--- src/hsva_pkg.sv ---
// Types, constants and helper functions of the color adjust block.
package hsva_pkg;

    localparam int CH_BITS   = 8;
    localparam int HUE_BITS  = 11;
    localparam int GAIN_BITS = 12;
    localparam int OFF_BITS  = 9;
    localparam int REM_BITS  = 17;
    localparam int QUO_BITS  = 9;

    localparam logic [HUE_BITS-1:0] HUE_BASE_RED_POS = 11'd0;
    localparam logic [HUE_BITS-1:0] HUE_BASE_RED_NEG = 11'd1536;
    localparam logic [HUE_BITS-1:0] HUE_BASE_GREEN   = 11'd512;
    localparam logic [HUE_BITS-1:0] HUE_BASE_BLUE    = 11'd1024;

    // Configuration register indexes
    localparam logic [1:0] CFG_SAT_GAIN = 2'd0;
    localparam logic [1:0] CFG_SAT_OFF  = 2'd1;
    localparam logic [1:0] CFG_VAL_GAIN = 2'd2;
    localparam logic [1:0] CFG_VAL_OFF  = 2'd3;

    typedef struct packed {
        logic [CH_BITS-1:0] in_red;
        logic [CH_BITS-1:0] in_green;
        logic [CH_BITS-1:0] in_blue;
        logic [CH_BITS-1:0] in_alpha;
    } t_pixel_in;

    typedef struct packed {
        logic [CH_BITS-1:0] out_red;
        logic [CH_BITS-1:0] out_green;
        logic [CH_BITS-1:0] out_blue;
        logic [CH_BITS-1:0] out_alpha;
    } t_pixel_out;

    // Item state carried through the two dividers
    typedef struct packed {
        logic                valid;
        logic [REM_BITS-1:0] rem_s;
        logic [CH_BITS-1:0]  den_s;
        logic [QUO_BITS-1:0] quo_s;
        logic [REM_BITS-1:0] rem_h;
        logic [CH_BITS-1:0]  den_h;
        logic [QUO_BITS-1:0] quo_h;
        logic [HUE_BITS-1:0] h_base;
        logic                h_neg;
        logic                grey;
        logic [CH_BITS-1:0]  val;
        logic [CH_BITS-1:0]  alpha;
    } t_div_pipe;

    // Divide by 255: reciprocal estimate by 257/65536, then one correction
    function automatic logic [CH_BITS-1:0] div255(input logic [15:0] m);
        logic [24:0] prod;
        logic [8:0]  est;
        logic [16:0] rr;
        prod = {9'd0, m} + {1'b0, m, 8'd0};
        est  = prod[24:16];
        rr   = {1'b0, m} - ({8'd0, est} * 17'd255);
        if (rr >= 17'd255) begin
            est = est + 9'd1;
        end
        return est[7:0];
    endfunction

endpackage

--- src/hsva_div_stage.sv ---
// Three restoring division steps for saturation and hue, one register stage.
module hsva_div_stage #(
    parameter int TOP_BIT = 8
) (
    input  logic                  i_clk,
    input  logic                  i_rst_n,
    input  logic                  i_en,
    input  hsva_pkg::t_div_pipe   i_pipe,
    output hsva_pkg::t_div_pipe   o_pipe
);

    hsva_pkg::t_div_pipe n_pipe;
    hsva_pkg::t_div_pipe r_pipe;

    // Subtract shifted divisors, set quotient bits
    always_comb begin
        logic [hsva_pkg::REM_BITS-1:0] sh;
        n_pipe = i_pipe;
        for (int j = 0; j < 3; j++) begin
            sh = hsva_pkg::REM_BITS'({9'd0, n_pipe.den_s} << (TOP_BIT - j));
            if (n_pipe.rem_s >= sh) begin
                n_pipe.rem_s = n_pipe.rem_s - sh;
                n_pipe.quo_s = n_pipe.quo_s | (9'd1 << (TOP_BIT - j));
            end
            sh = hsva_pkg::REM_BITS'({9'd0, n_pipe.den_h} << (TOP_BIT - j));
            if (n_pipe.rem_h >= sh) begin
                n_pipe.rem_h = n_pipe.rem_h - sh;
                n_pipe.quo_h = n_pipe.quo_h | (9'd1 << (TOP_BIT - j));
            end
        end
    end

    // Advance valid bit
    always_ff @(posedge i_clk) begin
        if (!i_rst_n) begin
            r_pipe.valid <= 1'b0;
        end else if (i_en) begin
            r_pipe.valid <= n_pipe.valid;
        end
    end

    // Advance payload
    always_ff @(posedge i_clk) begin
        if (i_en) begin
            r_pipe.rem_s  <= n_pipe.rem_s;
            r_pipe.den_s  <= n_pipe.den_s;
            r_pipe.quo_s  <= n_pipe.quo_s;
            r_pipe.rem_h  <= n_pipe.rem_h;
            r_pipe.den_h  <= n_pipe.den_h;
            r_pipe.quo_h  <= n_pipe.quo_h;
            r_pipe.h_base <= n_pipe.h_base;
            r_pipe.h_neg  <= n_pipe.h_neg;
            r_pipe.grey   <= n_pipe.grey;
            r_pipe.val    <= n_pipe.val;
            r_pipe.alpha  <= n_pipe.alpha;
        end
    end

    assign o_pipe = r_pipe;

endmodule

--- src/hsva_hsv2rgb.sv ---
// Saturation and value adjustment and HSV to RGB conversion, four stages.
module hsva_hsv2rgb (
    input  logic                  i_clk,
    input  logic                  i_rst_n,
    input  logic                  i_en,
    input  hsva_pkg::t_div_pipe   i_pipe,
    input  logic [11:0]           i_sat_gain,
    input  logic [8:0]            i_sat_off,
    input  logic [11:0]           i_val_gain,
    input  logic [8:0]            i_val_off,
    output logic                  o_valid,
    output hsva_pkg::t_pixel_out  o_pixel
);

    function automatic logic [7:0] scale_clamp(input logic [7:0] x, input logic [11:0] gain,
                                               input logic [8:0] off);
        logic [19:0]        prod;
        logic signed [13:0] sum;
        prod = ({12'd0, x} * {8'd0, gain}) + 20'd128;
        sum  = $signed({2'b00, prod[19:8]}) + $signed({{5{off[8]}}, off});
        if (sum < 14'sd0) begin
            return 8'd0;
        end else if (sum > 14'sd255) begin
            return 8'd255;
        end
        return sum[7:0];
    endfunction

    // Stage A: hue, adjusted saturation and value
    logic        r_a_valid;
    logic [10:0] r_a_hue;
    logic [7:0]  r_a_sat, r_a_val, r_a_alpha;
    logic [10:0] n_a_hue;
    logic [7:0]  n_a_sat;

    always_comb begin
        if (i_pipe.grey) begin
            n_a_hue = 11'd0;
            n_a_sat = 8'd0;
        end else begin
            n_a_hue = i_pipe.h_neg ? i_pipe.h_base - {2'b00, i_pipe.quo_h}
                                   : i_pipe.h_base + {2'b00, i_pipe.quo_h};
            n_a_sat = i_pipe.quo_s[7:0];
        end
    end

    always_ff @(posedge i_clk) begin
        if (i_en) begin
            r_a_hue   <= n_a_hue;
            r_a_sat   <= scale_clamp(n_a_sat, i_sat_gain, i_sat_off);
            r_a_val   <= scale_clamp(i_pipe.val, i_val_gain, i_val_off);
            r_a_alpha <= i_pipe.alpha;
        end
    end

    // Stage B: first products
    logic        r_b_valid;
    logic [2:0]  r_b_sec;
    logic [7:0]  r_b_val, r_b_alpha;
    logic [15:0] r_b_ps, r_b_pt, r_b_pp;
    logic [16:0] n_b_pt;

    assign n_b_pt = {9'd0, r_a_sat} * {8'd0, 9'd256 - {1'b0, r_a_hue[7:0]}};

    always_ff @(posedge i_clk) begin
        if (i_en) begin
            r_b_sec   <= r_a_hue[10:8];
            r_b_val   <= r_a_val;
            r_b_alpha <= r_a_alpha;
            r_b_ps    <= {8'd0, r_a_sat} * {8'd0, r_a_hue[7:0]};
            r_b_pt    <= n_b_pt[15:0];
            r_b_pp    <= {8'd0, r_a_val} * {8'd0, 8'd255 - r_a_sat};
        end
    end

    // Stage C: scaled numerators, reduced by 256
    logic        r_c_valid;
    logic [2:0]  r_c_sec;
    logic [7:0]  r_c_val, r_c_alpha;
    logic [15:0] r_c_mq, r_c_mt, r_c_mp;
    logic [23:0] n_c_qn, n_c_tn;

    assign n_c_qn = ({16'd0, r_b_val} * {8'd0, 16'd65280 - r_b_ps}) + 24'd32640;
    assign n_c_tn = ({16'd0, r_b_val} * {8'd0, 16'd65280 - r_b_pt}) + 24'd32640;

    always_ff @(posedge i_clk) begin
        if (i_en) begin
            r_c_sec   <= r_b_sec;
            r_c_val   <= r_b_val;
            r_c_alpha <= r_b_alpha;
            r_c_mq    <= n_c_qn[23:8];
            r_c_mt    <= n_c_tn[23:8];
            r_c_mp    <= r_b_pp + 16'd127;
        end
    end

    // Stage D: divide by 255 and pick channels by sector
    logic                 r_d_valid;
    hsva_pkg::t_pixel_out r_d_pixel;
    hsva_pkg::t_pixel_out n_d_pixel;
    logic [7:0]           n_p, n_q, n_t;

    always_comb begin
        n_p = hsva_pkg::div255(r_c_mp);
        n_q = hsva_pkg::div255(r_c_mq);
        n_t = hsva_pkg::div255(r_c_mt);
        n_d_pixel.out_alpha = r_c_alpha;
        case (r_c_sec)
            3'd0: begin
                n_d_pixel.out_red = r_c_val; n_d_pixel.out_green = n_t;
                n_d_pixel.out_blue = n_p;
            end
            3'd1: begin
                n_d_pixel.out_red = n_q; n_d_pixel.out_green = r_c_val;
                n_d_pixel.out_blue = n_p;
            end
            3'd2: begin
                n_d_pixel.out_red = n_p; n_d_pixel.out_green = r_c_val;
                n_d_pixel.out_blue = n_t;
            end
            3'd3: begin
                n_d_pixel.out_red = n_p; n_d_pixel.out_green = n_q;
                n_d_pixel.out_blue = r_c_val;
            end
            3'd4: begin
                n_d_pixel.out_red = n_t; n_d_pixel.out_green = n_p;
                n_d_pixel.out_blue = r_c_val;
            end
            default: begin
                n_d_pixel.out_red = r_c_val; n_d_pixel.out_green = n_p;
                n_d_pixel.out_blue = n_q;
            end
        endcase
    end

    always_ff @(posedge i_clk) begin
        if (i_en) begin
            r_d_pixel <= n_d_pixel;
        end
    end

    // Advance valid bits
    always_ff @(posedge i_clk) begin
        if (!i_rst_n) begin
            r_a_valid <= 1'b0;
            r_b_valid <= 1'b0;
            r_c_valid <= 1'b0;
            r_d_valid <= 1'b0;
        end else if (i_en) begin
            r_a_valid <= i_pipe.valid;
            r_b_valid <= r_a_valid;
            r_c_valid <= r_b_valid;
            r_d_valid <= r_c_valid;
        end
    end

    assign o_valid = r_d_valid;
    assign o_pixel = r_d_pixel;

endmodule

--- src/hsv_saturation_value_adjust_top.sv ---
// Throughput: one item per cycle while the output is not stalled; the
// eight-stage pipeline advances as a whole. The dividers resolve three
// quotient bits per stage, which sets the depth. Reset (synchronous, active
// low) clears all valid bits and loads unity gains and zero offsets.
module hsv_saturation_value_adjust_top (
    input  logic                  i_clk,
    input  logic                  i_rst_n,
    input  logic                  i_valid,
    output logic                  o_stall,
    input  hsva_pkg::t_pixel_in   i_data,
    output logic                  o_valid,
    input  logic                  i_stall,
    output hsva_pkg::t_pixel_out  o_data,
    input  logic                  i_cfg_we,
    input  logic [1:0]            i_cfg_index,
    input  logic [11:0]           i_cfg_data
);

    logic [11:0] r_sat_gain, r_val_gain;
    logic [8:0]  r_sat_off, r_val_off;
    logic        en;

    // Configuration registers
    always_ff @(posedge i_clk) begin
        if (!i_rst_n) begin
            r_sat_gain <= 12'd256;
            r_sat_off  <= 9'd0;
            r_val_gain <= 12'd256;
            r_val_off  <= 9'd0;
        end else if (i_cfg_we) begin
            case (i_cfg_index)
                hsva_pkg::CFG_SAT_GAIN: r_sat_gain <= i_cfg_data;
                hsva_pkg::CFG_SAT_OFF:  r_sat_off  <= i_cfg_data[8:0];
                hsva_pkg::CFG_VAL_GAIN: r_val_gain <= i_cfg_data;
                hsva_pkg::CFG_VAL_OFF:  r_val_off  <= i_cfg_data[8:0];
                default: ;
            endcase
        end
    end

    // Pipeline moves unless the output holds an item that is stalled
    assign en      = !(o_valid && i_stall);
    assign o_stall = !en;

    // Stage 1: max, min, spread and divider setup
    hsva_pkg::t_div_pipe n_s1, r_s1;
    logic [7:0] mx, mn, d, up, down, diff;
    logic [10:0] base;

    always_comb begin
        logic [7:0] r, g, b;
        r = i_data.in_red;
        g = i_data.in_green;
        b = i_data.in_blue;
        mn = (r < g) ? r : g;
        mn = (b < mn) ? b : mn;
        if (r >= g && r >= b) begin
            mx = r; up = g; down = b;
            base = (g >= b) ? hsva_pkg::HUE_BASE_RED_POS : hsva_pkg::HUE_BASE_RED_NEG;
        end else if (g >= b) begin
            mx = g; up = b; down = r; base = hsva_pkg::HUE_BASE_GREEN;
        end else begin
            mx = b; up = r; down = g; base = hsva_pkg::HUE_BASE_BLUE;
        end
        d    = mx - mn;
        diff = (up >= down) ? up - down : down - up;
        n_s1.valid  = i_valid;
        n_s1.rem_s  = {1'b0, ({8'd0, d} * 16'd255) + {9'd0, mx[7:1]}};
        n_s1.den_s  = mx;
        n_s1.quo_s  = 9'd0;
        n_s1.rem_h  = {1'b0, {diff, 8'd0} + {9'd0, d[7:1]}};
        n_s1.den_h  = d;
        n_s1.quo_h  = 9'd0;
        n_s1.h_base = base;
        n_s1.h_neg  = (up < down);
        n_s1.grey   = (d == 8'd0);
        n_s1.val    = mx;
        n_s1.alpha  = i_data.in_alpha;
    end

    always_ff @(posedge i_clk) begin
        if (!i_rst_n) begin
            r_s1.valid <= 1'b0;
        end else if (en) begin
            r_s1.valid <= n_s1.valid;
        end
    end

    always_ff @(posedge i_clk) begin
        if (en) begin
            r_s1.rem_s  <= n_s1.rem_s;
            r_s1.den_s  <= n_s1.den_s;
            r_s1.quo_s  <= n_s1.quo_s;
            r_s1.rem_h  <= n_s1.rem_h;
            r_s1.den_h  <= n_s1.den_h;
            r_s1.quo_h  <= n_s1.quo_h;
            r_s1.h_base <= n_s1.h_base;
            r_s1.h_neg  <= n_s1.h_neg;
            r_s1.grey   <= n_s1.grey;
            r_s1.val    <= n_s1.val;
            r_s1.alpha  <= n_s1.alpha;
        end
    end

    // Stages 2 to 4: quotient bits 8..6, 5..3, 2..0
    hsva_pkg::t_div_pipe s2, s3, s4;

    hsva_div_stage #(.TOP_BIT(8)) u_div_hi (
        .i_clk(i_clk), .i_rst_n(i_rst_n), .i_en(en), .i_pipe(r_s1), .o_pipe(s2)
    );
    hsva_div_stage #(.TOP_BIT(5)) u_div_mid (
        .i_clk(i_clk), .i_rst_n(i_rst_n), .i_en(en), .i_pipe(s2), .o_pipe(s3)
    );
    hsva_div_stage #(.TOP_BIT(2)) u_div_lo (
        .i_clk(i_clk), .i_rst_n(i_rst_n), .i_en(en), .i_pipe(s3), .o_pipe(s4)
    );

    // Stages 5 to 8: adjust and convert back
    hsva_hsv2rgb u_hsv2rgb (
        .i_clk      (i_clk),
        .i_rst_n    (i_rst_n),
        .i_en       (en),
        .i_pipe     (s4),
        .i_sat_gain (r_sat_gain),
        .i_sat_off  (r_sat_off),
        .i_val_gain (r_val_gain),
        .i_val_off  (r_val_off),
        .o_valid    (o_valid),
        .o_pixel    (o_data)
    );

endmodule

--- config.mk ---
export PLATFORM = sky130hd
export DESIGN_NAME = hsv_saturation_value_adjust_top
export DESIGN_NICKNAME = d
export VERILOG_FILES = /design/src/hsva_pkg.sv /design/src/hsva_div_stage.sv /design/src/hsva_hsv2rgb.sv /design/src/hsv_saturation_value_adjust_top.sv
export SDC_FILE = /design/constraint.sdc
export NUM_CORES = 2
export LEC_CHECK = 0
export ABC_CLOCK_PERIOD_IN_PS = 17900
export BUFFER_PORTS_ARGS = -buffer_cell sky130_fd_sc_hd__buf_2
export CORE_AREA = 3 3 342 344
export DETAILED_ROUTE_END_ITERATION = 7
export DIE_AREA = 0 0 345 347
export MAX_ROUTING_LAYER = met4
export PLACE_DENSITY_LB_ADDON = 0.15
export SYNTH_ARGS = -nofsm -noshare
export SYNTH_HDL_FRONTEND = slang
export SYNTH_HIERARCHICAL = 1
export SYNTH_SLANG_ARGS = --single-unit
--- constraint.sdc ---
create_clock -name i_clk -period 17.9 [get_ports i_clk]
set_input_delay 2.685 -clock i_clk [delete_from_list [all_inputs] [get_ports i_clk]]
set_output_delay 2.685 -clock i_clk [all_outputs]
set_load 0.05 [all_outputs]
==> Word-level counts from Yosys, hierarchy flattened <==
Index checks and enable logic that the tools add are counted.
{ "totals": {"reg_bits": 542, "latch_bits": 0, "mem_bits_rw": 0, "mem_bits_ro": 0, "inputBits": 51, "mem_count": 0} }
{ "classes": {"add_sub_neg": 43, "mul": 11, "n_div": 0, "order_cmp": 32, "eq_ne": 7, "shifts": 0, "n_mux": 57, "n_bitwise": 0, "n_reduce_logical": 9} }
{ "ops": {"columns": ["cell", "n"], "rows": [
  ["$mux 17", 16],
  ["$mux 8", 21],
  ["$pmux 24 s5", 1],
  ["$add 16x24->25", 3],
  ["$ge 17x8->1 const B", 3],
  ["$mul 9x8->17 const B", 3],
  ["$sub 16x17->17", 3],
  ["$add 24x15->24 const B", 2],
  ["$mul 8x16->24", 2],
  ["$mux 11", 4],
  ["$add 20x8->20 const B", 2],
  ["$mul 8x12->20", 2],
  ["$ge 17x10->1", 2],
  ["$ge 17x11->1", 2],
  ["$ge 17x12->1", 2],
  ["$ge 17x13->1", 2],
  ["$ge 17x14->1", 2],
  ["$ge 17x15->1", 2],
  ["$ge 17x8->1", 2],
  ["$ge 17x9->1", 2],
  ["$sub 16x16->17", 2],
  ["$sub 17x10->17", 2],
  ["$sub 17x11->17", 2],
  ["$sub 17x12->17", 2],
  ["other kinds (38)", 73]
]} }

==> Longest topological paths before layout <==
{ "depth": {"word_depth": 9, "mapped_depth": 41, "mapped_depth_nobuf": 39} }

==> Cells and area by module <==
The synthesis kept the hierarchy.
{ "modules_own_cells": {"columns": ["module", "n_inst", "cells_per_inst", "area_per_inst_um2", "seq_area_each_um2"], "rows": [
  ["hsva_hsv2rgb", 1, 4106, 37931.4, 6085.8],
  ["hsva_div_stage at u_div_lo", 1, 752, 7601.0, 2932.8],
  ["hsv_saturation_value_adjust_top", 1, 776, 7435.9, 2422.3],
  ["hsva_div_stage at u_div_mid", 1, 632, 6721.4, 2932.8],
  ["hsva_div_stage at u_div_hi", 1, 552, 6216.0, 2932.8]
]} }

==> Worst setup path before layout <==
No wires, ideal clock.
{ "synth_path": {"path_kind": "input -> output", "startpoint": "in i_stall", "endpoint": "out o_stall", "arrival_time_ns": 18.123, "required_time_ns": 15.215, "slack_ns": -2.908, "cell_stages": 2, "path_buffers": 0, "cell_sequence": "nand2_1 > inv_1"} }
{ "synth_via": {"elab_chain_cells": 1} }
{ "synth_rtl": {"columns": ["element", "line_no", "text"], "rows": [
  ["from (decl)", "hsv_saturation_value_adjust_top.sv:12", "input logic i_stall,"],
  ["$logic_and 1x1->1", "hsv_saturation_value_adjust_top.sv:42", "assign en = !(o_valid && i_stall);"],
  ["to (decl)", "hsv_saturation_value_adjust_top.sv:9", "output logic o_stall,"]
]} }
No other way between the ends.

==> summary.txt <==
Clock network
  – Clock Tree Root: clkbuf_16
  – CTS tree: yes
  – CTS sink cnt: 540
  – Post_cts resized: 0
  – CTS buffer count: 66
  – Clock Latency Late Sink: between 600 and 700 ps
  – CTS Hold Bufs: 0
  – H-tree Lvls: 3
  – Clock Tree Buf Depth: 3
  – Setup bufs post-CTS: 0
  – Clock Pin Slew Worst Setup and Hold Paths: 60 ps

Die
  – Initial core utilization: 55.50%
  – Io pins: 85
  – Die W: 345 microns
  – Die Height: 347 microns
  – Die ar.: 119700 sq um
  – CORE AREA: around 110000 sq um
  – Row count: 124

Setup path
  – CP max stage delay: 760 ps
  – Worst Path Max Fanout: 15
  – Crit-path slowest cell: o21bai_1
  – Worst Setup End Kind: register
  – Crit start category: primary input
  – Critical Path Most Common Cell: ha_1
  – Worst endpoint required time: 18250 ps
  – Worst setup path class: in -> reg
  – Arr. time, crit path: 12300 ps

Timing
  – RSZ-0062 raised after global routing: no
  – Final Max Slew Viols: 0
  – Peak Freq: 0.08372 GHz
  – Skew final: 29.82 ps
  – Final Critical Period: between 10000 and 15000 ps
  – Worst slew pin tran: 1177 ps
  – Rel. slew slack: 21.17%
  – Final hold vios: 0
  – Part of the cycle the worst path needs: 66.73%
  – TNS Setup: 0 ps
  – Final setup fails: 0

Global routing
  – Global route overflow: 0
  – Global-route usage over all layers: 23.24%
  – Vias in the first global route: 46322
  – Largest net degree at the start of global routing: 169
  – First-pass GRT wire length: 227.5 mm
  – Initial antenna violation count: 0

Placement
  – Port Buf Inserts: 84
  – DP HPWL: 106.2 mm
  – Placed Cells: 8140
  – RD Place Congestion: 0.8957
  – Placed Area: 65460 sq um

Final layout
  – Post-route cell area: ~68000 sq um
  – Area Growth Syn to Fin: 6.732%
  – Ant. Diodes: 0
  – Layout cells sized above 1: 5.720%
  – Final nets: 8075
  – Final std cells w/o fill: roughly 8300
  – Final core utilization: 59.24%

Detailed routing
  – Drt wl/cell: 16.15 microns
  – DRC Markers: 0
  – First-pass DRT Iterations: 7
  – Final WL: 133.4 mm
  – Vias per cell: ~5.5
  – ANT nets after route: 0
  – DRT iter0 DRCs: 2514
  – Via count of the routed design: 45502

Synthesis
  – Mapped Cells: 6622
  – Yosys warns: 6
  – Synth Area per Inst: 9.570 sq um
  – Cell Area, Synth: 63380 sq um

Job
  – Max Cap Viol: 0

Status
  – Outcome: completed

Min path
  – Min-Delay Path Class: reg -> reg
final timing paths:
kind         slack, ps               endpoint  cells after the start            startpoint
min                410    u_div_lo/o_pipe[34]                      0  u_div_mid/o_pipe[34]
max reg2reg       8940  u_hsv2rgb/o_pixel[15]                     28  u_hsv2rgb/r_c_mt[10]
min reg2reg        410    u_div_lo/o_pipe[34]                      0  u_div_mid/o_pipe[34]
max               5960               r_s1[95]                     39            i_data[18]
metal layers:
metal | wire length (microns) | global-route usage (%) | share of wire [%]
met5 | 0 | - | 0
met4 | 3077 | 6.077 | 2.3
met3 | 4637 | 2.206 | 3.5
met2 | 65650 | 39.76 | 49
met1 | 60060 | 29.73 | 45
cells in the final DEF (no fill, tap or decap), drive strengths merged, types with 36 or more instances in the layout:
cell / instances
inv: 1078
ha: 754
nand2: 615
fa: 574
edfxtp: 490
nor2: 357
and2: 317
a21oi: 292
xnor2: 245
o21ai: 205
xor2: 134
nor2b: 129
a21o: 122
buf: 112
nor3: 106
nand2b: 101
nand3: 81
mux2i: 79
clkbuf: 76
a21boi: 62
o21a: 60
nand4: 55
dfxtp: 50
mux2: 48
and3: 42
a211oi: 42
or3: 36
area by class of cell:
class | instances | area [sq um]
Inverter | 1069 | 4013
Clock inverter | 44 | 454.2
Timing Repair Buffer | 112 | 655.6
Tap cell | 1512 | 1892
Clock buffer | 76 | 1732
Multi-Input combinational cell | 4907 | 43180
Fill cell | 9925 | 46550
Sequential cell | 540 | 15720
through the flow:
step	worst slack, ps	hold slack (ps)
after detailed placement	5310	404.5
after floorplan	4563	400.3
after global routing	5349	417.9
after CTS	5978	406.6
after global placement	5566	400.5
final	5956	405.3
state kept, by name, indices dropped and copies added (netlist names), 9 cells and up:
signal	flops
u_div_lo/o_pipe	47
r_sat_gain	12
r_sat_off	9
u_hsv2rgb/r_b_pp	16
u_div_mid/o_pipe	97
u_hsv2rgb/r_a_hue	11
u_hsv2rgb/o_pixel	32
r_val_gain	12
u_hsv2rgb/r_c_mt	16
u_hsv2rgb/r_b_pt	15
u_hsv2rgb/r_c_mp	16
r_val_off	9
u_hsv2rgb/r_b_ps	16
u_div_hi/o_pipe	97
u_hsv2rgb/r_c_mq	16
r_s1	53
worst max-delay path, delay by kind of cell:
kind | cells | cell delay, ps
AOI/OAI and AO/OA | 17 | 4130
xor gates and xnor gates | 3 | 1060
adders and majority gates | 8 | 3180
buffers and inverters | 5 | 360
muxes | 1 | 350
and+or+nand+nor | 5 | 510
Power is not shown: default switching activity piles up to over one toggle a cycle in this logic, so the estimate is an artifact.
